[config.mk]
export PLATFORM = sky130hd
export DESIGN_NAME = acram_queue
export DESIGN_NICKNAME = d
export VERILOG_FILES = /design/src/rtl/autoconfig_expansion_ram_assert.svh /design/src/rtl/acram_pkg.sv /design/src/rtl/acram_queue.sv
export SDC_FILE = /design/constraint.sdc
export NUM_CORES = 1
export LEC_CHECK = 0
export ABC_AREA = 1
export BUFFER_PORTS_ARGS = -buffer_cell sky130_fd_sc_hd__clkbuf_2
export CAP_MARGIN = 0
export CORE_UTILIZATION = 53
export DETAILED_ROUTE_END_ITERATION = 16
export GPL_TIMING_DRIVEN = 0
export HOLD_SLACK_MARGIN = 0.08
export PLACE_DENSITY = 0.76
export SLEW_MARGIN = 20
export SYNTH_ARGS = -nofsm -noshare
export SYNTH_HDL_FRONTEND = slang
export SYNTH_SLANG_ARGS = --single-unit
[constraint.sdc]
create_clock -name clk_i -period 5.2 [get_ports clk_i]
set_clock_uncertainty 0.2 [all_clocks]
set_input_delay 0.78 -clock clk_i [delete_from_list [all_inputs] [get_ports clk_i]]
set_output_delay 0.78 -clock clk_i [all_outputs]
set_load 0.005 [all_outputs]
[src/rtl/autoconfig_expansion_ram_assert.svh]
// ---------------------------------------------------------------------------
// Assertion macros for the expansion RAM board
// Implication checks sampled on the rising clock, masked during reset.
// ---------------------------------------------------------------------------
`ifndef AUTOCONFIG_EXPANSION_RAM_ASSERT_SVH
`define AUTOCONFIG_EXPANSION_RAM_ASSERT_SVH

// Check that the consequent holds in the same cycle as the antecedent
`define ACRAM_ASSERT_IMP(lbl, ante, cons) \
  lbl: assert property (@(posedge clk_i) disable iff (!rst_ni) (ante) |-> (cons)) \
    else $error("acram: same-cycle check failed");

// Check that the consequent holds in the cycle after the antecedent
`define ACRAM_ASSERT_NXT(lbl, ante, cons) \
  lbl: assert property (@(posedge clk_i) disable iff (!rst_ni) (ante) |=> (cons)) \
    else $error("acram: next-cycle check failed");

`endif

[src/rtl/acram_pkg.sv]
// ---------------------------------------------------------------------------
// acram_pkg
// Types, codes and sizing constants shared by the expansion RAM modules.
// ---------------------------------------------------------------------------
package acram_pkg;

  // Sizing
  localparam int unsigned RAM_BYTES = 8388608;
  localparam int unsigned RAM_AW    = $clog2(RAM_BYTES);
  localparam int unsigned BANK_ROWS = (RAM_BYTES + 3) / 4;
  localparam int unsigned ROW_AW    = RAM_AW - 2;
  localparam int unsigned ONE_MB    = 1048576;
  localparam int unsigned QDEPTH    = 4;
  localparam int unsigned QAW       = $clog2(QDEPTH);

  // Autoconfig register offsets
  localparam logic [6:0] BASE_HI_OFFSET = 7'd72;
  localparam logic [6:0] SHUTUP_OFFSET  = 7'd76;

  localparam logic [31:0] ALL_ONES = 32'hFFFF_FFFF;

  // Item kinds
  typedef enum logic [1:0] {
    KIND_READ     = 2'd0,
    KIND_WRITE    = 2'd1,
    KIND_AC_WRITE = 2'd2,
    KIND_FORCE    = 2'd3
  } kind_e;

  // Access sizes; the unused code counts as a long
  typedef enum logic [1:0] {
    SZ_BYTE = 2'd0,
    SZ_WORD = 2'd1,
    SZ_LONG = 2'd2
  } access_size_e;

  // Work handed from the front end to the memory side
  typedef enum logic [1:0] {
    OP_ZERO  = 2'd0,
    OP_ONES  = 2'd1,
    OP_READ  = 2'd2,
    OP_WRITE = 2'd3
  } cmd_op_e;

  // Board control state
  typedef struct packed {
    logic        configured;
    logic        silenced;
    logic [23:0] base;
  } acram_ctrl_t;

  // Status reported with each result
  typedef struct packed {
    logic        hit;
    logic        pending;
    logic        configured;
    logic [23:0] base;
  } acram_stat_t;

  typedef struct packed {
    cmd_op_e           op;
    logic [RAM_AW-1:0] off;
    logic [1:0]        nm1;   // byte count minus one
    logic [31:0]       wdata;
    acram_stat_t       stat;
  } acram_cmd_t;

  // Bytes in an access, minus one
  function automatic logic [1:0] size_nm1(logic [1:0] sz);
    logic [1:0] n;
    case (sz)
      SZ_BYTE: n = 2'd0;
      SZ_WORD: n = 2'd1;
      default: n = 2'd3;
    endcase
    return n;
  endfunction

  // RAM bytes in use for a size select, capped at the fitted RAM
  function automatic logic [RAM_AW:0] ram_size(logic [1:0] sel);
    logic [25:0] s;
    s = 26'(ONE_MB) << sel;
    if (s > 26'(RAM_BYTES)) begin
      s = 26'(RAM_BYTES);
    end
    return s[RAM_AW:0];
  endfunction

endpackage

[src/rtl/acram_queue.sv]
// ---------------------------------------------------------------------------
// acram_queue
// Short command queue between the front end and the memory side.
// ---------------------------------------------------------------------------
module acram_queue import acram_pkg::*; (
  input  logic       clk_i,
  input  logic       rst_ni,
  input  logic       push_i,
  input  acram_cmd_t cmd_i,
  input  logic       pop_i,
  output acram_cmd_t cmd_o,
  output logic       full_o,
  output logic       empty_o
);

  acram_cmd_t     mem_q [QDEPTH];
  logic [QAW-1:0] wr_ptr_q, wr_ptr_d;
  logic [QAW-1:0] rd_ptr_q, rd_ptr_d;
  logic [QAW:0]   count_q, count_d;

  assign full_o  = (count_q == (QAW+1)'(QDEPTH));
  assign empty_o = (count_q == '0);
  assign cmd_o   = mem_q[rd_ptr_q];

  // Advance pointers and fill count
  always_comb begin
    wr_ptr_d = push_i ? wr_ptr_q + 1'b1 : wr_ptr_q;
    rd_ptr_d = pop_i  ? rd_ptr_q + 1'b1 : rd_ptr_q;
    count_d  = count_q;
    if (push_i && !pop_i) begin
      count_d = count_q + 1'b1;
    end else if (pop_i && !push_i) begin
      count_d = count_q - 1'b1;
    end
  end

  always_ff @(posedge clk_i or negedge rst_ni) begin
    if (!rst_ni) begin
      wr_ptr_q <= '0;
      rd_ptr_q <= '0;
      count_q  <= '0;
    end else begin
      wr_ptr_q <= wr_ptr_d;
      rd_ptr_q <= rd_ptr_d;
      count_q  <= count_d;
    end
  end

  // Store entries
  always_ff @(posedge clk_i) begin
    if (push_i) begin
      mem_q[wr_ptr_q] <= cmd_i;
    end
  end

endmodule

Word-level counts from Yosys, hierarchy flattened --
Memories as Yosys holds them, arrays and structs flattened. Index checks and enable logic that the tools add are counted.
Operators by class: add/sub/neg operators 4, equality and inequality tests 1, multiplexer cells 4, reductions and logical operators 6
Operator list (number):
- 3-bit 2-to-1 mux | 2
- 2-bit by 1-bit adder with 2-bit output, second input constant | 2
- 3-bit by 1-bit adder with 3-bit output, second input constant | 1
- 3-bit == test, second input constant | 1
- 3-bit logical NOT | 1
- 3-bit by 1-bit subtractor with 3-bit output, second input constant | 1
- 1-bit logical AND | 2
- 1-bit logical NOT | 2
- 1-bit 2-to-1 mux | 2
- 2-bit nonzero test | 1
Storage, ports and cells: register bits 7, memory bits (writable) 344, bits of input ports 90, output and inout port bits 88, word-level logic and storage cells 19, memories 1
Memories:
- mem_q | words 4, bits a word 86, read ports 1, clocked after memory_dff 0, write ports 1, line acram_queue.sv:16 | acram_cmd_t mem_q [QDEPTH];

Logic depth before layout (Yosys ltp) --
word-level depth 4, depth in mapped cells 9, gate-level depth less buffers 9

Worst setup path after synthesis --
OpenSTA, ideal clock, no wires.
path kind in2reg, start input port push_i, end memory mem_q[0][0] (netlist bit), enable pin, setup time 0.440 ns, arrival 2.744 ns, data required time 4.560 ns, slack 1.816 ns, cell stages on the path 3, buffers on the path 1, cell sequence clkbuf_1 > nand2_1 > inv_1
On the way: longest elaborated chain between the ends 2
Ends and longest elaborated chain:
- start: declaration | line acram_queue.sv:8 | input logic push_i,
- 1-bit 2-to-1 mux | line acram_queue.sv:51 | if (push_i) begin
- 1-bit 2-to-1 mux (not written as such) | line acram_queue.sv:52 | mem_q[wr_ptr_q] <= cmd_i;
- end: declaration | line acram_queue.sv:16
No other way between the ends.

==> reports/metrics.csv <==
metric,value,unit
use_met1,0.295,
cts_buffer_depth,3,
drc_errors,0,
start_util,0.539,
cp-end-kind,output pin,
ys_warn_count,0,
netSwitchingPower,3.23,mW
rsz0062_at_grt,no,
mostFrequentLayoutCell,edfxtp_1,
cts-htree-levels,2,
fin_tns_setup,0,ps
worstPathMaxFanout,10,
cts-root-buf,clkbuf_16,
multi_input_area,2450,um2
setup_viol,0,
cts-hold-fix-buffers,1,
fmax,337,MHz
swShare,0.335,
ys_ff_latch,351,
drt_first_pass_iters,5,
yosysTopAreaCell,edfxtp_1,
clock_sinks,351,
dpl.hpwl,18000,um
power.internal,6.41,mW
cts_resized,0,
grt_pass1_wl,45000,um
use_met3,0.0412,
syn_area_per_cell,13.4,um2
core,26100,um2
nNetsFinal,1369,
hold_viol_final,0,
clk_latency,510,ps
power_leakage,6.83,nW
io_buffers,177,
ir_drop,0.000345,V
power_frac_clock,0.264,
syn-cell-area,14000,um2
pwr-share-comb,0.340,
synth_top_cell_area_share,0.735,
io_pins,178,
crit_arrival,1990,ps
die_x,165,um
finalCritPeriodShare,0.571,
diodes,0,
cts_tree,yes,
gp_congestion,0.724,
post-route-min-period,2970,ps
grt_max_degree,52,
maxCapViolCount,0,
postSynthCellCount,1051,
vias,8701,
synthDistinctLibCells,18,
post_cts_buffers,0,
area_growth,18.8,%
final_cell_mix,"edfxtp_1, nand2_1, inv_1, clkbuf_2, o211ai_1",
critPathLaunchType,flop,
grt.met2_usage,0.366,
synth_area_leaders,"edfxtp_1, o211ai_1, nand2_1, inv_1, dfrtp_1",
powerDensity,578,nW/um2
die_h,165,um
wirelength,29600,um
worst_slew_pin_slew,549,ps
dr.first_iter.drc_count,701,
clk_pin_slew,60,ps
relSlewSlack,0.634,
n_fill_cell,1870,
final_cells,1638,
busiest_layer,met2,
slew_viol_final,0,
critPathRequiredTime,4220,ps
seq_area_frac_synth,0.748,
grt_pass1_vias,8353,
wl_per_cell,18.1,um
seq_area,10500,um2
cts_made_buffers,38,
crit_type,reg -> out,
via_per_inst,5.31,
status,finished clean,
holdCritPathClass,in -> reg,
grt_usage,0.220,
synth_nets,1147,
grt.overflow.total,0,
grt_antenna_before_repair,1,
drive_above_1_share,0.223,
rows,59,
power_frac_seq,0.396,
ant_nets,0,
power,9.65,mW
die-area,27200,um2
dp.cells,1567,
metal layers:
metal,vias to the layer above,share of wire
met5,-,0
met4,0,0.021
met3,51,0.069
met2,318,0.49
met1,4222,0.42
li1,4110,-
synth_stat cells, drive strengths merged:
library cell  count
edfxtp          344
nand2           271
clkbuf            5
inv             184
nand4             1
xor2              3
o211ai          172
buf              53
nand3             1
ha                5
xnor2             1
fa                1
nor3              2
o21ai             1
dfrtp             7
critical path, stage by stage (launching register included):
cell and delay, ps:
dfrtp_1 360, buf_2 170, inv_2 180, buf_6 200, buf_4 200, o211ai_1 110
nand2_1 120, clkbuf_2 130
state kept, by name, summed over array words and instances, names as in the netlist:
name and flops:
count_q 3, mem_q 344, rd_ptr_q 2, wr_ptr_q 2
stage by stage:
stage / setup slack (ps) / util / cell area [um2] / hold slack [ps]
global placement: 357 / 0.589 / 15400 / 277
floorplan: 1820 / - / 14000 / 263
finish: 2230 / 0.641 / 16700 / 283
CTS: 2200 / 0.641 / 16700 / 259
global route: 2120 / 0.641 / 16700 / 264
detailed placement: 2560 / 0.594 / 15500 / 298
area by class of cell:
cell class | count | share of cell area
multi-input combinational | 458 | 0.147
sequential | 351 | 0.629
tap | 335 | 0.0251
clock buffer | 55 | 0.0658
clock inverter | 15 | 0.00600
inverter | 184 | 0.0426
buffer | 58 | 0.0239
timing repair buffer | 182 | 0.0603
final timing paths:
kind	start	end	slack [ps]	depth (start not counted)
max in group asynchronous	rst_ni	count_q[2]$_DFFE_PN0P_	4190	2
hold reg to reg	count_q[2]$_DFFE_PN0P_	count_q[2]$_DFFE_PN0P_	310	2
min in group asynchronous	rst_ni	count_q[0]$_DFFE_PN0P_	430	2
setup / recovery	rd_ptr_q[1]$_DFFE_PN0P_	cmd_o[69]	2230	7
hold / removal	cmd_i[5]	mem_q[2][5]$_DFFE_PP_	280	1
setup reg to reg	wr_ptr_q[1]$_DFFE_PN0P_	mem_q[1][26]$_DFFE_PP_	3130	5
power groups by stage:
stage | sequential (mW) | combinational [mW] | clock (mW)
after detailed placement | 3.88 | 3.32 | 0
after CTS | 3.83 | 3.33 | 2.58
after global routing | 3.87 | 3.64 | 2.69
after global placement | 3.94 | 3.18 | 0
after floorplan | 3.89 | 1.90 | 0
final | 3.82 | 3.28 | 2.54
logic make-up (layout without fill, tap and decap cells):
family | count (synthesis) | after routing | share of synthesized area
compound gates | 173 | 173 | 0.0923
xor+xnor | 4 | 4 | 0.00249
fa+ha+maj | 6 | 6 | 0.00588
buf+inv | 242 | 494 | 0.0776
flops | 351 | 351 | 0.748
simple gates | 275 | 275 | 0.0739
Note: power is estimated with default switching activity, not from simulation.
