<file path="src/rtl/autoconfig_expansion_ram_assert.svh">
// ---------------------------------------------------------------------------
// Assertion macros for the expansion RAM board
// Implication checks sampled on the rising clock, masked during reset.
// ---------------------------------------------------------------------------
`ifndef AUTOCONFIG_EXPANSION_RAM_ASSERT_SVH
`define AUTOCONFIG_EXPANSION_RAM_ASSERT_SVH

// Check that the consequent holds in the same cycle as the antecedent
`define ACRAM_ASSERT_IMP(lbl, ante, cons) \
  lbl: assert property (@(posedge clk_i) disable iff (!rst_ni) (ante) |-> (cons)) \
    else $error("acram: same-cycle check failed");

// Check that the consequent holds in the cycle after the antecedent
`define ACRAM_ASSERT_NXT(lbl, ante, cons) \
  lbl: assert property (@(posedge clk_i) disable iff (!rst_ni) (ante) |=> (cons)) \
    else $error("acram: next-cycle check failed");

`endif

</file>
<file path="src/rtl/acram_pkg.sv">
// ---------------------------------------------------------------------------
// acram_pkg
// Types, codes and sizing constants shared by the expansion RAM modules.
// ---------------------------------------------------------------------------
package acram_pkg;

  // Sizing
  localparam int unsigned RAM_BYTES = 8388608;
  localparam int unsigned RAM_AW    = $clog2(RAM_BYTES);
  localparam int unsigned BANK_ROWS = (RAM_BYTES + 3) / 4;
  localparam int unsigned ROW_AW    = RAM_AW - 2;
  localparam int unsigned ONE_MB    = 1048576;
  localparam int unsigned QDEPTH    = 4;
  localparam int unsigned QAW       = $clog2(QDEPTH);

  // Autoconfig register offsets
  localparam logic [6:0] BASE_HI_OFFSET = 7'd72;
  localparam logic [6:0] SHUTUP_OFFSET  = 7'd76;

  localparam logic [31:0] ALL_ONES = 32'hFFFF_FFFF;

  // Item kinds
  typedef enum logic [1:0] {
    KIND_READ     = 2'd0,
    KIND_WRITE    = 2'd1,
    KIND_AC_WRITE = 2'd2,
    KIND_FORCE    = 2'd3
  } kind_e;

  // Access sizes; the unused code counts as a long
  typedef enum logic [1:0] {
    SZ_BYTE = 2'd0,
    SZ_WORD = 2'd1,
    SZ_LONG = 2'd2
  } access_size_e;

  // Work handed from the front end to the memory side
  typedef enum logic [1:0] {
    OP_ZERO  = 2'd0,
    OP_ONES  = 2'd1,
    OP_READ  = 2'd2,
    OP_WRITE = 2'd3
  } cmd_op_e;

  // Board control state
  typedef struct packed {
    logic        configured;
    logic        silenced;
    logic [23:0] base;
  } acram_ctrl_t;

  // Status reported with each result
  typedef struct packed {
    logic        hit;
    logic        pending;
    logic        configured;
    logic [23:0] base;
  } acram_stat_t;

  typedef struct packed {
    cmd_op_e           op;
    logic [RAM_AW-1:0] off;
    logic [1:0]        nm1;   // byte count minus one
    logic [31:0]       wdata;
    acram_stat_t       stat;
  } acram_cmd_t;

  // Bytes in an access, minus one
  function automatic logic [1:0] size_nm1(logic [1:0] sz);
    logic [1:0] n;
    case (sz)
      SZ_BYTE: n = 2'd0;
      SZ_WORD: n = 2'd1;
      default: n = 2'd3;
    endcase
    return n;
  endfunction

  // RAM bytes in use for a size select, capped at the fitted RAM
  function automatic logic [RAM_AW:0] ram_size(logic [1:0] sel);
    logic [25:0] s;
    s = 26'(ONE_MB) << sel;
    if (s > 26'(RAM_BYTES)) begin
      s = 26'(RAM_BYTES);
    end
    return s[RAM_AW:0];
  endfunction

endpackage

</file>
<file path="src/rtl/acram_front.sv">
// ---------------------------------------------------------------------------
// acram_front
// Accepts items, applies autoconfig and force-configure updates, decodes the
// window hit and overrun, and pushes one command per item to the queue.
// ---------------------------------------------------------------------------
module acram_front import acram_pkg::*; (
  input  logic        clk_i,
  input  logic        rst_ni,
  input  logic        valid_i,
  output logic        ready_i_o,
  input  logic [1:0]  kind_i,
  input  logic [23:0] address_i,
  input  logic [6:0]  ac_offset_i,
  input  logic [1:0]  access_size_i,
  input  logic [31:0] write_data_i,
  input  logic [1:0]  ram_size_select_i,
  input  logic        full_i,
  output logic        push_o,
  output acram_cmd_t  cmd_o,
  output acram_ctrl_t ctrl_o
);

  acram_ctrl_t       ctrl_q, ctrl_d;
  logic [RAM_AW:0]   size;
  logic [24:0]       win_end;
  logic [23:0]       off_full;
  logic              hit;
  logic              fits;
  logic [1:0]        nm1;

  assign ready_i_o = !full_i;
  assign push_o    = valid_i && !full_i;
  assign ctrl_o    = ctrl_q;

  // Apply control updates of this item
  always_comb begin
    ctrl_d = ctrl_q;
    case (kind_e'(kind_i))
      KIND_AC_WRITE: begin
        if (ac_offset_i == BASE_HI_OFFSET) begin
          ctrl_d.base       = {write_data_i[7:0], 16'h0000};
          ctrl_d.configured = 1'b1;
        end else if (ac_offset_i == SHUTUP_OFFSET) begin
          ctrl_d.silenced = 1'b1;
        end
      end
      KIND_FORCE: begin
        if (!ctrl_q.configured) begin
          ctrl_d.base       = address_i;
          ctrl_d.configured = 1'b1;
        end
      end
      default: ;
    endcase
  end

  // Window decode against the updated state
  always_comb begin
    size     = ram_size(ram_size_select_i);
    nm1      = size_nm1(access_size_i);
    win_end  = {1'b0, ctrl_d.base} + 25'(size);
    off_full = address_i - ctrl_d.base;
    hit      = ctrl_d.configured && (address_i >= ctrl_d.base) &&
               ({1'b0, address_i} < win_end);
    fits     = hit && (({1'b0, off_full} + 25'(nm1)) < 25'(size));
  end

  // Build the command
  always_comb begin
    cmd_o.off             = off_full[RAM_AW-1:0];
    cmd_o.nm1             = nm1;
    cmd_o.wdata           = write_data_i;
    cmd_o.stat.hit        = hit;
    cmd_o.stat.pending    = !ctrl_d.configured && !ctrl_d.silenced;
    cmd_o.stat.configured = ctrl_d.configured;
    cmd_o.stat.base       = ctrl_d.base;
    case (kind_e'(kind_i))
      KIND_READ:  cmd_o.op = fits ? OP_READ : OP_ONES;
      KIND_WRITE: cmd_o.op = fits ? OP_WRITE : OP_ZERO;
      default:    cmd_o.op = OP_ZERO;
    endcase
  end

  // Hold control state, advance on each accepted beat
  always_ff @(posedge clk_i or negedge rst_ni) begin
    if (!rst_ni) begin
      ctrl_q <= '0;
    end else if (push_o) begin
      ctrl_q <= ctrl_d;
    end
  end

endmodule

</file>
<file path="config.mk">
export PLATFORM = sky130hd
export DESIGN_NAME = acram_front
export DESIGN_NICKNAME = d
export VERILOG_FILES = /design/src/rtl/autoconfig_expansion_ram_assert.svh /design/src/rtl/acram_pkg.sv /design/src/rtl/acram_front.sv
export SDC_FILE = /design/constraint.sdc
export NUM_CORES = 1
export LEC_CHECK = 0
export ABC_AREA = 1
export BUFFER_PORTS_ARGS = -buffer_cell sky130_fd_sc_hd__buf_4
export CORE_MARGIN = 4
export CORE_UTILIZATION = 44
export DETAILED_ROUTE_END_ITERATION = 7
export PLACE_DENSITY = 0.79
export SYNTH_ARGS = -nofsm -noshare
export SYNTH_HDL_FRONTEND = slang
export SYNTH_SLANG_ARGS = --single-unit
</file>
<file path="constraint.sdc">
create_clock -name clk_i -period 4.9 [get_ports clk_i]
set_input_delay 0.245 -clock clk_i [delete_from_list [all_inputs] [get_ports clk_i]]
set_output_delay 0.245 -clock clk_i [all_outputs]
set_load 0.03 [all_outputs]
</file>
=== Word level (Yosys, flattened, before mapping) ===
Cells that the tools add are included.

* Bits in registers: 26
* Input port bits: 73
* Output and inout bits: 114
* Word-level logic and storage cells: 40

* Add/sub/neg operators: 3
* Magnitude comparators: 4
* Eq/ne operators: 6
* Shifts and indexed selects: 1
* Muxes and demuxes: 13
* Reduce and logical (&&, ||, !) cells: 10

{| class="wikitable"
|+ Operator list
! cell !! count
|-
| $mux 24 || 3
|-
| $pmux 24 s2 || 1
|-
| $gt 26x24->1 const B || 1
|-
| $shl 21x2->26 const A || 1
|-
| $add 24x2->25 || 1
|-
| $add 24x24->25 || 1
|-
| $lt 24x25->1 || 1
|-
| $lt 25x24->1 || 1
|-
| $ge 24x24->1 || 1
|-
| $sub 24x24->24 || 1
|-
| $eq 7x7->1 const B || 2
|-
| $pmux 2 s2 || 2
|-
| $logic_and 1x1->1 || 5
|-
| $eq 2x1->1 const B || 2
|-
| $eq 2x2->1 const B || 2
|-
| $logic_not 2->1 || 2
|-
| $mux 1 || 4
|-
| $mux 2 || 2
|-
| $logic_not 1->1 || 3
|-
| $pmux 1 s2 || 1
|}

=== Logic depth before layout (Yosys ltp) ===
Gate-level depths: netlist of run 1.

* Depth in word-level cells: 9
* Depth in mapped cells: 37
* Depth with buffers taken out: 36

=== Least setup slack after synthesis of run 1 ===
OpenSTA, ideal clock, no wires.

* Kind: reg2out
* From: reg ctrl_q (netlist bit ctrl_o[25])
* To: out cmd_o[85] (netlist name)
* Data arrival time: 5.420 ns
* Data required time: 4.655 ns
* Setup slack: -0.765 ns
* Cell stages (with the launch flop): 31
* Cells stage by stage: dfrtp_1 inv_2 nor2_1 nor2_1 inv_1 nor2_1 inv_1 clkbuf_1 a21oi_1 inv_1 fa_1 xnor2_1 and2_1 nand2_1 nor2_1 nand3_1 nor2_1 nand4_1 nor2_1 nand3_1 nor2_4 xor2_1 inv_1 ha_1 o21a_1 o21a_1 o21ai_0 nand2_1 nor3_1 nand2_2 nor2_1

{| class="wikitable"
|+ RTL lines
! what !! RTL line !! RTL
|-
| start, declared || acram_front.sv:23 || <nowiki>acram_ctrl_t ctrl_q, ctrl_d;</nowiki>
|-
| start signal, assigned || acram_front.sv:89 || <nowiki>ctrl_q <= ctrl_d;</nowiki>
|-
| end, declared || acram_front.sv:19 || <nowiki>output acram_cmd_t cmd_o,</nowiki>
|}

==> key figures, run 1 <==
Outcome
  – Outcome: complete, but fails checks
  – Failing checks: setup timing

Critical path
  – Crit-path max cell delay: 0.55 ns
  – CP Class: reg2out
  – CP Launch Type: flop
  – Crit-path slowest cell: fa_2
  – Worst Setup End Kind: output pin
  – Worst-path fanout max: 4
  – Worst Path Required: 4.66 ns
  – Critical path data arrival time: 4.88 ns

Power
  – Part of the power in registers: 0.153
  – Clock power share: 0.112
  – Internal: 862 uW
  – Peak supply drop: 0.152 mV
  – PwrDens: 272 nW/um^2
  – Combinational share of power: 0.735
  – Sw Share: 0.490
  – Switching Power: 828 uW
  – LEAKAGE: 3.34 nW

Route
  – DRC: 0
  – Final wirelength: 14.9 mm
  – Wire per inst: 15.8 um
  – Via count: 4,904
  – Initial detailed-routing violation count: 197
  – First drt pass iteration count: 5
  – DR vias/cell: 5.18
  – Routed Antenna Nets: 0

Global routing
  – Most Crowded Layer GR: met2
  – Total GRT Usage: 0.259
  – Met1 Usage GRT: 0.291
  – Largest net degree at the start of global routing: 34
  – GRT met2 Usage: 0.491
  – Initial antenna violation count: 0
  – Vias in the first global route: 5,011
  – First-pass GRT wire length: 23.7 mm
  – GR Util met3: 0.0562
  – GR Overflow Total: 0

Place
  – Port bufs: 138
  – Place WS: -0.318 ns
  – Detailed Place HPWL: 12.4 mm
  – GP Congestion: 0.919

Floorplan
  – Initial Util: 0.451
  – Die Area: 11,000 sq um
  – # rows: 35
  – IO Pins: 187
  – Core ar.: 9200 sq um
  – Die X: 105 um
  – DIE HEIGHT: 105 um

Timing
  – RSZ-0062 raised after global routing: yes
  – Final Hold Viols: 0
  – Period minus WS final: 5.13 ns
  – Final hold slack: 0.290 ns
  – Slew headroom: 0.353
  – Max Clk Rate: 195 MHz
  – Final WS setup: -0.227 ns
  – Final setup violation count: 2
  – Clock Skew: 0.00243 ns
  – Max-slew violations: 0
  – Final period util: 1.05
  – Slew @ Worst Pin: 0.968 ns

CTS
  – CTS tree: built
  – TritonCTS Sinks: 26
  – CTS Buf Count: 3
  – Clk_lat worst skew: 0.28 ns
  – Clk buf depth: 2
  – Htree depth: 1
  – Root buffer cell: clkbuf_8
  – Clock transition at path regs: 0.10 ns

Synthesis
  – Syn Nets: 761
  – Synth Warn #: 0
  – Synth unique cells: 42
  – Post-synthesis sequential area ratio: 0.157
  – Post-synth EDFFs: 0
  – Mapped Cells: 648
  – Synth Register Bits: 26
  – Post-synth ARST share: 1.00
  – Mean Syn Cell Area: 6.40 sq um
  – Ys flop type: dfrtp_1
  – Syn Std Cell Area: 4140 sq um

Layout
  – Largest register FFs: 26
  – Number of diodes: 0
  – Layout cells sized above 1: 0.427
  – Area Growth Syn to Fin: 49.8%
  – Nets: 950

Job
  – MaxCap Viol Count: 0

Worst hold path
  – Worst Hold Class: in2reg
layout by cell type, fill, tap and decap left out, types with 4 or more instances in the layout:
cell type / count
a21oi_2: 10
nand4_1: 9
nor3_1: 4
nand2_1: 114
nand2_2: 22
nor2_2: 11
a22oi_1: 5
ha_4: 10
o22ai_1: 5
a21oi_1: 24
buf_6: 4
o21ai_0: 39
inv_2: 5
nand2_4: 4
ha_1: 26
nor2_4: 10
inv_1: 113
a21oi_4: 4
nand3_2: 5
xor2_1: 4
nor2_1: 42
nand3_1: 24
buf_4: 246
nand3b_1: 6
o21ai_1: 5
dfrtp_1: 25
o21a_1: 5
routing by layer:
metal	vias up	wire length, um	part of all wire
met5	-	0	0
met2	196	7740	0.52
li1	2405	-	-
met1	2272	5690	0.38
met3	31	1170	0.078
met4	0	339	0.023
cells by family after synthesis:
logic type      synth area share
simple gates               0.285
compound gates             0.172
fa+ha+maj                  0.126
xor+xnor                  0.0356
flops                      0.157
buf+inv                    0.224
worst max-delay path: cells and delay by family (launching register included):
kind	cells	cell delay [ns]
AO/OA/AOI/OAI	5	0.60
buffers and inverters	7	0.54
flip-flops	1	0.44
XOR/XNOR	1	0.15
AND/OR/NAND/NOR	17	1.78
adder cells (fa/ha/maj)	3	1.09
synthesized netlist by cell type, types with 5 or more instances:
| master | instances | area [sq um] |
|---|---|---|
| nand3b_1 | 6 | 45.0 |
| nand2_1 | 123 | 462 |
| dfrtp_1 | 26 | 651 |
| nor3_1 | 5 | 25.0 |
| buf_4 | 58 | 435 |
| ha_1 | 37 | 463 |
| nand2_2 | 15 | 93.8 |
| o22ai_1 | 5 | 31.3 |
| a21oi_1 | 37 | 185 |
| o21ai_0 | 44 | 220 |
| nand3_1 | 24 | 120 |
| xor2_1 | 6 | 52.6 |
| inv_1 | 119 | 447 |
| nor2_1 | 58 | 218 |
| o21a_1 | 5 | 37.5 |
| clkbuf_1 | 9 | 33.8 |
| a22oi_1 | 5 | 37.5 |
| nand4_1 | 9 | 56.3 |
| nand3_2 | 5 | 50.1 |
cell type report:
| type | instances | area (sq um) |
|---|---|---|
| clock buffer | 3 | 41.3 |
| clock inverter | 1 | 30.0 |
| fill | 812 | 2990 |
| inverter | 122 | 469 |
| multi-input combinational | 433 | 2980 |
| sequential | 26 | 652 |
| tap | 111 | 139 |
| timing repair buffer | 251 | 1900 |
through the flow:
step	instances	total power, mW	TNS (ns)	util	cell area (sq um)
finish	947	1.69	-0.428	0.675	6210
global route	947	1.81	-1.08	0.675	6210
CTS	941	1.65	-0.539	0.649	5970
detailed placement	928	1.43	-0.581	0.620	5700
global placement	928	1.41	-0.178	0.620	5700
floorplan	648	1.02	-0.110	-	4270
timing repair:
action / in CTS / in global routing
hold buffers: 1 / 0
buffers inserted: 8 / 6
endpoints found under the hold margin: 26 / 0
gates resized for setup: 29 / 42
pin swaps: 27 / 11
endpoints found under the setup margin: 2 / 2
power groups by stage:
stage	Combinational, mW	Sequential, mW	Clock, mW
after floorplan	0.721	0.302	0
after global placement	1.15	0.260	0
after detailed placement	1.17	0.261	0
after CTS	1.20	0.258	0.191
after global routing	1.35	0.261	0.199
final	1.24	0.258	0.189
path summary, 6_finish.rpt:
kind | start | to | slack [ns] | depth (start not counted)
setup / recovery | ctrl_o[25] | cmd_o[84] | -0.23 | 33
hold / removal | ac_offset_i[4] | ctrl_o[24] | 0.29 | 4
setup reg to reg | ctrl_o[25] | ctrl_o[16] | 3.07 | 9
hold reg to reg | ctrl_o[24] | ctrl_o[24] | 0.52 | 2
max in group asynchronous | rst_ni | ctrl_o[25] | 4.19 | 2
min in group asynchronous | rst_ni | ctrl_o[6] | 0.41 | 2
No activity file was read; power rests on OpenSTA's default activity.
==> run 2: changes to the inputs <==
Settings changed: ABC_AREA 1 to 0, GPL_TIMING_DRIVEN from default to 0.
==> key figures, run 2 <==
Timing
  – Final WS setup: -0.845 ns
  – Period minus WS final: 5.75 ns
  – Final Hold Viols: 0
  – Clock Skew: 0.00333 ns
  – RSZ-0062 raised after global routing: yes
  – Final setup violation count: 2
  – Setup TNS: -1.67 ns
  – Max-slew violations: 0
  – Final period util: 1.17
  – Final hold slack: 0.242 ns
  – Slew @ Worst Pin: 0.614 ns
  – Max Clk Rate: 174 MHz
  – Slew headroom: 0.591

Critical path
  – CP Class: reg2out
  – Reg-to-Reg Start: ctrl_o[25]
  – Reg2Reg Setup Slack: 2.88 ns
  – Crit-path slowest cell: dfrtp_2
  – WP buf/inv: 4
  – Critical path data arrival time: 5.50 ns
  – RR Endpoint: ctrl_o[21]
  – Worst Setup End Kind: output pin
  – Critical path's most frequent cell: o31a_1
  – Crit path max-delay family: compound AO/OA/AOI/OAI gates
  – Crit-path max cell delay: 0.43 ns
  – Cells on worst reg2reg path: 9
  – CP Launch Type: flop
  – Worst Path Required: 4.66 ns
  – Worst-path fanout max: 8

Route
  – DR vias/cell: 5.64
  – Routed Antenna Nets: 0
  – Max Used Layer: met4
  – Met1 WL: 5.69 mm
  – Final wirelength: 14.0 mm
  – Metal2 WL: 7.01 mm
  – Via count: 4,573
  – First drt pass iteration count: 5
  – Met3 wire length: 1.03 mm
  – Wire per inst: 17.2 um
  – Initial detailed-routing violation count: 239
  – DRC: 0

CTS
  – Clk buf depth: 2
  – CTS tree: built
  – Htree depth: 1
  – Clock transition at path regs: 0.09 ns
  – TritonCTS Sinks: 26
  – Clk_lat worst skew: 0.28 ns
  – Root buffer cell: clkbuf_8
  – CTS Buf Count: 3

Global routing
  – First-pass GRT wire length: 21.1 mm
  – Vias in the first global route: 4,291
  – Total GRT Usage: 0.247
  – Largest net degree at the start of global routing: 27
  – Initial antenna violation count: 0
  – GR Overflow Total: 0

Worst hold path
  – Worst Hold Class: in2reg
  – Hold path depth: 2
  – Worst Hold Launch: address_i[3]
  – WHS Endpoint: ctrl_o[3]

Layout
  – Fill count: 713
  – Layout cells sized above 1: 0.511
  – Number of diodes: 0
  – Largest register FFs: 26
  – Commonest non-fill, non-tap cell in the layout: buf_4
  – Core Util, Final: 0.713
  – Area Growth Syn to Fin: 57.3%
  – Area occupied by multi-input gates: 3170 sq um
  – Final instance area: 6240 sq um
  – Non-Filler Instances: 811
  – Nets: 817
  – Register Area: 652 sq um
  – Most frequent cells in the layout: buf_4 (252), inv_1 (41), nand2_1 (39)

Synthesis
  – Top cells by area, synth: dfrtp_1 (16%), ha_1 (12%), buf_4 (11%)
  – Yosys top cell area share: 0.164
  – Synth unique cells: 74
  – Synth area leader: dfrtp_1
  – Synth Warn #: 0
  – Post-synthesis sequential area ratio: 0.164
  – Mapped Cells: 510
  – Synth cell count leaders: buf_4 (58), inv_1 (42), nand2_1 (41)
  – Synth Register Bits: 26
  – Syn Nets: 623
  – Mean Syn Cell Area: 7.78 sq um
  – Ys flop type: dfrtp_1
  – Syn Std Cell Area: 3970 sq um
  – Most used standard cell by instance count after synthesis: buf_4
  – Post-synth EDFFs: 0
  – Post-synth ARST share: 1.00

Power
  – Total power: 2.99 mW
  – Peak supply drop: 0.287 mV
  – Part of the power in registers: 0.110
  – Internal: 1.45 mW
  – Combinational share of power: 0.830
  – Switching Power: 1.54 mW
  – Sw Share: 0.516
  – LEAKAGE: 3.10 nW
  – Clock power share: 0.060
  – PwrDens: 479 nW/um^2

Place
  – Place WS: -1.20 ns
  – Detailed Place HPWL: 11.1 mm
  – Placed Area: 5540 sq um
  – GP Congestion: 0.981
  – Placed insts: 779
  – Port bufs: 161

Floorplan
  – Die X: 103 um
  – Initial Util: 0.453
  – Die Area: 10,600 sq um
  – # rows: 34
  – DIE HEIGHT: 103 um
  – IO Pins: 187
  – Core ar.: 8760 sq um

Outcome
  – Outcome: complete, but fails checks
  – Failing checks: setup timing

Job
  – MaxCap Viol Count: 0
run 2: final cells by class:
cell class / instances / share of cell area
buffer: 75 / 0.0880
multi-input combinational: 357 / 0.507
inverter: 43 / 0.0258
sequential: 26 / 0.104
tap: 108 / 0.0216
timing repair buffer: 198 / 0.241
clock buffer: 3 / 0.00661
clock inverter: 1 / 0.00481
run 2: power by group through the flow:
| stage | Clock, mW | Sequential (mW) | Combinational [mW] |
|---|---|---|---|
| 2_1_floorplan | 0 | 0.422 | 1.44 |
| 5_1_grt | 0.189 | 0.338 | 2.65 |
| 3_3_place_gp | 0 | 0.324 | 2.16 |
| 6_report | 0.180 | 0.330 | 2.48 |
| 3_5_place_dp | 0 | 0.327 | 2.21 |
| 4_1_cts | 0.180 | 0.326 | 2.37 |
run 2: what timing repair did:
item,in CTS,in global routing
buffers inserted,21,14
cloned,1,0
setup endpoints to repair,3,3
hold buffers,1,0
endpoints found under the hold margin,26,0
resized for setup,45,39
pin swaps,25,21
run 2: worst max-delay path by stage:
stage,cells after the start,slack (ns),startpoint,endpoint
CTS,27,-0.88,ctrl_o[25],cmd_o[84]
global route,27,-1.11,ac_offset_i[5],cmd_o[84]
floorplan,25,-0.62,ctrl_o[25],cmd_o[84]
finish,26,-0.85,ctrl_o[25],cmd_o[84]
global placement,28,-1.11,ac_offset_i[5],cmd_o[84]
detailed placement,28,-1.20,ac_offset_i[5],cmd_o[84]
run 2: kinds of logic after synthesis:
| group | count (synthesis) | share of synthesized area |
|---|---|---|
| flip-flops | 26 | 0.164 |
| AND/OR/NAND/NOR | 145 | 0.201 |
| AO/OA/AOI/OAI | 139 | 0.249 |
| buffers and inverters | 127 | 0.177 |
| adder cells (fa/ha/maj) | 40 | 0.132 |
| XOR/XNOR | 25 | 0.0552 |
| multiplexers | 8 | 0.0221 |
run 2: per-layer routing:
metal | up-vias | GRT usage
met5 | - | 0
met4 | 0 | 0.0627
met3 | 20 | 0.0284
met2 | 218 | 0.421
met1 | 2181 | 0.332
li1 | 2154 | -
run 2: worst register-to-register path, stage by stage (launching register included):
cell	delay, ns
dfrtp_2	0.43
buf_8	0.13
nor2b_4	0.10
buf_6	0.10
buf_4	0.10
buf_4	0.10
buf_4	0.11
nand2_1	0.08
o221ai_1	0.54
o21ai_0	0.18
==> run 3: changes to the inputs <==
Clock period 4.9 ns to 4.8 ns, I/O delays scaled along.
==> key figures, run 3 (synthesis gave the netlist of run 2 again) <==
Outcome
  – Outcome: complete, but fails checks
  – Failing checks: setup timing

Global routing
  – Initial antenna violation count: 0
  – Largest net degree at the start of global routing: 27
  – Total GRT Usage: 0.247
  – Vias in the first global route: 4,284
  – GR Overflow Total: 0
  – First-pass GRT wire length: 21.1 mm

Place
  – Placed Area: 5540 sq um
  – Port bufs: 161
  – Place WS: -1.29 ns
  – Detailed Place HPWL: 11.1 mm
  – GP Congestion: 0.981

Route
  – Met1 WL: 5.76 mm
  – DRC: 0
  – Initial detailed-routing violation count: 190
  – First drt pass iteration count: 6
  – Routed Antenna Nets: 0
  – Via count: 4,523
  – Final wirelength: 13.9 mm
  – Max Used Layer: met4
  – Met3 wire length: 976 um
  – DR vias/cell: 5.62
  – Metal2 WL: 6.91 mm
  – Wire per inst: 17.3 um

Worst hold path
  – Hold path depth: 2
  – WHS Endpoint: ctrl_o[3]
  – Worst Hold Launch: address_i[3]
  – Worst Hold Class: in2reg

CTS
  – Clock transition at path regs: 0.09 ns
  – Htree depth: 1
  – Clk buf depth: 2
  – Root buffer cell: clkbuf_8
  – Clk_lat worst skew: 0.28 ns
  – CTS Buf Count: 3
  – TritonCTS Sinks: 26
  – CTS tree: built

Floorplan
  – IO Pins: 187
  – Initial Util: 0.453
  – Die Area: 10,600 sq um
  – # rows: 34
  – Die X: 103 um
  – Core ar.: 8760 sq um
  – DIE HEIGHT: 103 um

Timing
  – RSZ-0062 raised after global routing: yes
  – Max Clk Rate: 174 MHz
  – Final Hold Viols: 0
  – Clock Skew: 0.00285 ns
  – Final setup violation count: 2
  – Slew @ Worst Pin: 0.614 ns
  – Final hold slack: 0.239 ns
  – Final WS setup: -0.932 ns
  – Max-slew violations: 0
  – Setup TNS: -1.84 ns
  – Slew headroom: 0.591
  – Final period util: 1.19
  – Period minus WS final: 5.73 ns

Job
  – MaxCap Viol Count: 0

Critical path
  – Crit path cell chain: buf_4, and3b_2, buf_4, a22oi_2, ha_1, o21ai_1, a21oi_2, o31a_1, o31a_1, nor3_4, xnor2_2, nand4_1, and4b_4, nand2_4, xnor2_2, ha_1, o21a_1, o21ai_1, nand2b_1, a21oi_1, nor4b_2, o31a_1, mux2_4, buf_6
  – CP Class: reg2out
  – Critical path's most frequent cell: o31a_1
  – Worst Setup End Kind: output pin
  – CP Launch Type: flop
  – Worst-path fanout max: 10
  – Reg-to-Reg Start: ctrl_o[25]
  – Crit-path max cell delay: 0.43 ns
  – Reg2Reg Setup Slack: 2.79 ns
  – Crit-path slowest cell: dfrtp_2
  – Worst Path Required: 4.56 ns
  – Cells on worst reg2reg path: 9
  – WP buf/inv: 3
  – Crit path max-delay family: compound AO/OA/AOI/OAI gates
  – Crit path from: ctrl_o[25]
  – RR Endpoint: ctrl_o[21]
  – Critical path data arrival time: 5.49 ns

Power
  – Combinational share of power: 0.829
  – LEAKAGE: 3.07 nW
  – Sw Share: 0.516
  – Part of the power in registers: 0.111
  – Clock power share: 0.060
  – Total power: 3.05 mW
  – PwrDens: 491 nW/um^2
  – Internal: 1.48 mW
  – Switching Power: 1.57 mW
  – Peak supply drop: 0.292 mV

Layout
  – Largest register FFs: 26
  – Fill count: 716
  – Most frequent cells in the layout: buf_4 (246), inv_1 (41), nand2_1 (39)
  – Commonest non-fill, non-tap cell in the layout: buf_4
  – Number of diodes: 0
  – Layout cells sized above 1: 0.506
  – Final instance area: 6200 sq um
  – Nets: 811
  – Area Growth Syn to Fin: 56.2%
-- run 3: per-stage QoR --
stage,util,std cells
CTS,0.681,799
floorplan,-,510
global placement,0.632,779
finish,0.707,805
detailed placement,0.632,779
global route,0.707,805
-- run 3: layout make-up --
class / count / area, sq um / share of cell area
Buffer: 75 / 549 / 0.0886
Clock inverter: 1 / 30.0 / 0.00484
Tap cell: 108 / 135 / 0.0218
Multi-Input combinational cell: 357 / 3170 / 0.511
Sequential cell: 26 / 652 / 0.105
Inverter: 43 / 161 / 0.0260
Clock buffer: 3 / 41.3 / 0.00666
Timing Repair Buffer: 192 / 1460 / 0.236
-- run 3: worst max-delay path by stage --
| stage | slack (ns) | end | cells past startpoint |
|---|---|---|---|
| after global routing | -1.19 | cmd_o[84] | 27 |
| after global placement | -1.20 | cmd_o[84] | 28 |
| after CTS | -0.97 | cmd_o[84] | 27 |
| final | -0.93 | cmd_o[84] | 24 |
| after detailed placement | -1.29 | cmd_o[84] | 28 |
| after floorplan | -0.71 | cmd_o[84] | 25 |
-- run 3: routing by layer --
metal	vias to the layer above	GRT usage
li1	2148	-
met1	2159	0.333
met2	194	0.420
met3	22	0.0257
met4	0	0.0627
met5	-	0
-- run 3: worst reg2reg max path, delay by kind of cell (launching register included) --
family	cells	cell delay, ns
AO/OA/AOI/OAI	2	0.72
buffers and inverters	5	0.54
flip-flops	1	0.43
AND/OR/NAND/NOR	2	0.18
-- run 3: what timing repair did --
action,4_1_cts,5_1_grt
hold endpoints to repair,26,0
endpoints found under the setup margin,3,3
resized for setup,45,39
hold buffers,1,0
pin swaps,25,18
setup buffers,21,8
cloned,1,0
-- run 3: power groups by stage --
stage | Clock, mW | Sequential, mW | Combinational, mW
finish | 0.182 | 0.337 | 2.53
global route | 0.193 | 0.345 | 2.70
CTS | 0.184 | 0.333 | 2.42
detailed placement | 0 | 0.334 | 2.25
global placement | 0 | 0.331 | 2.21
floorplan | 0 | 0.430 | 1.46
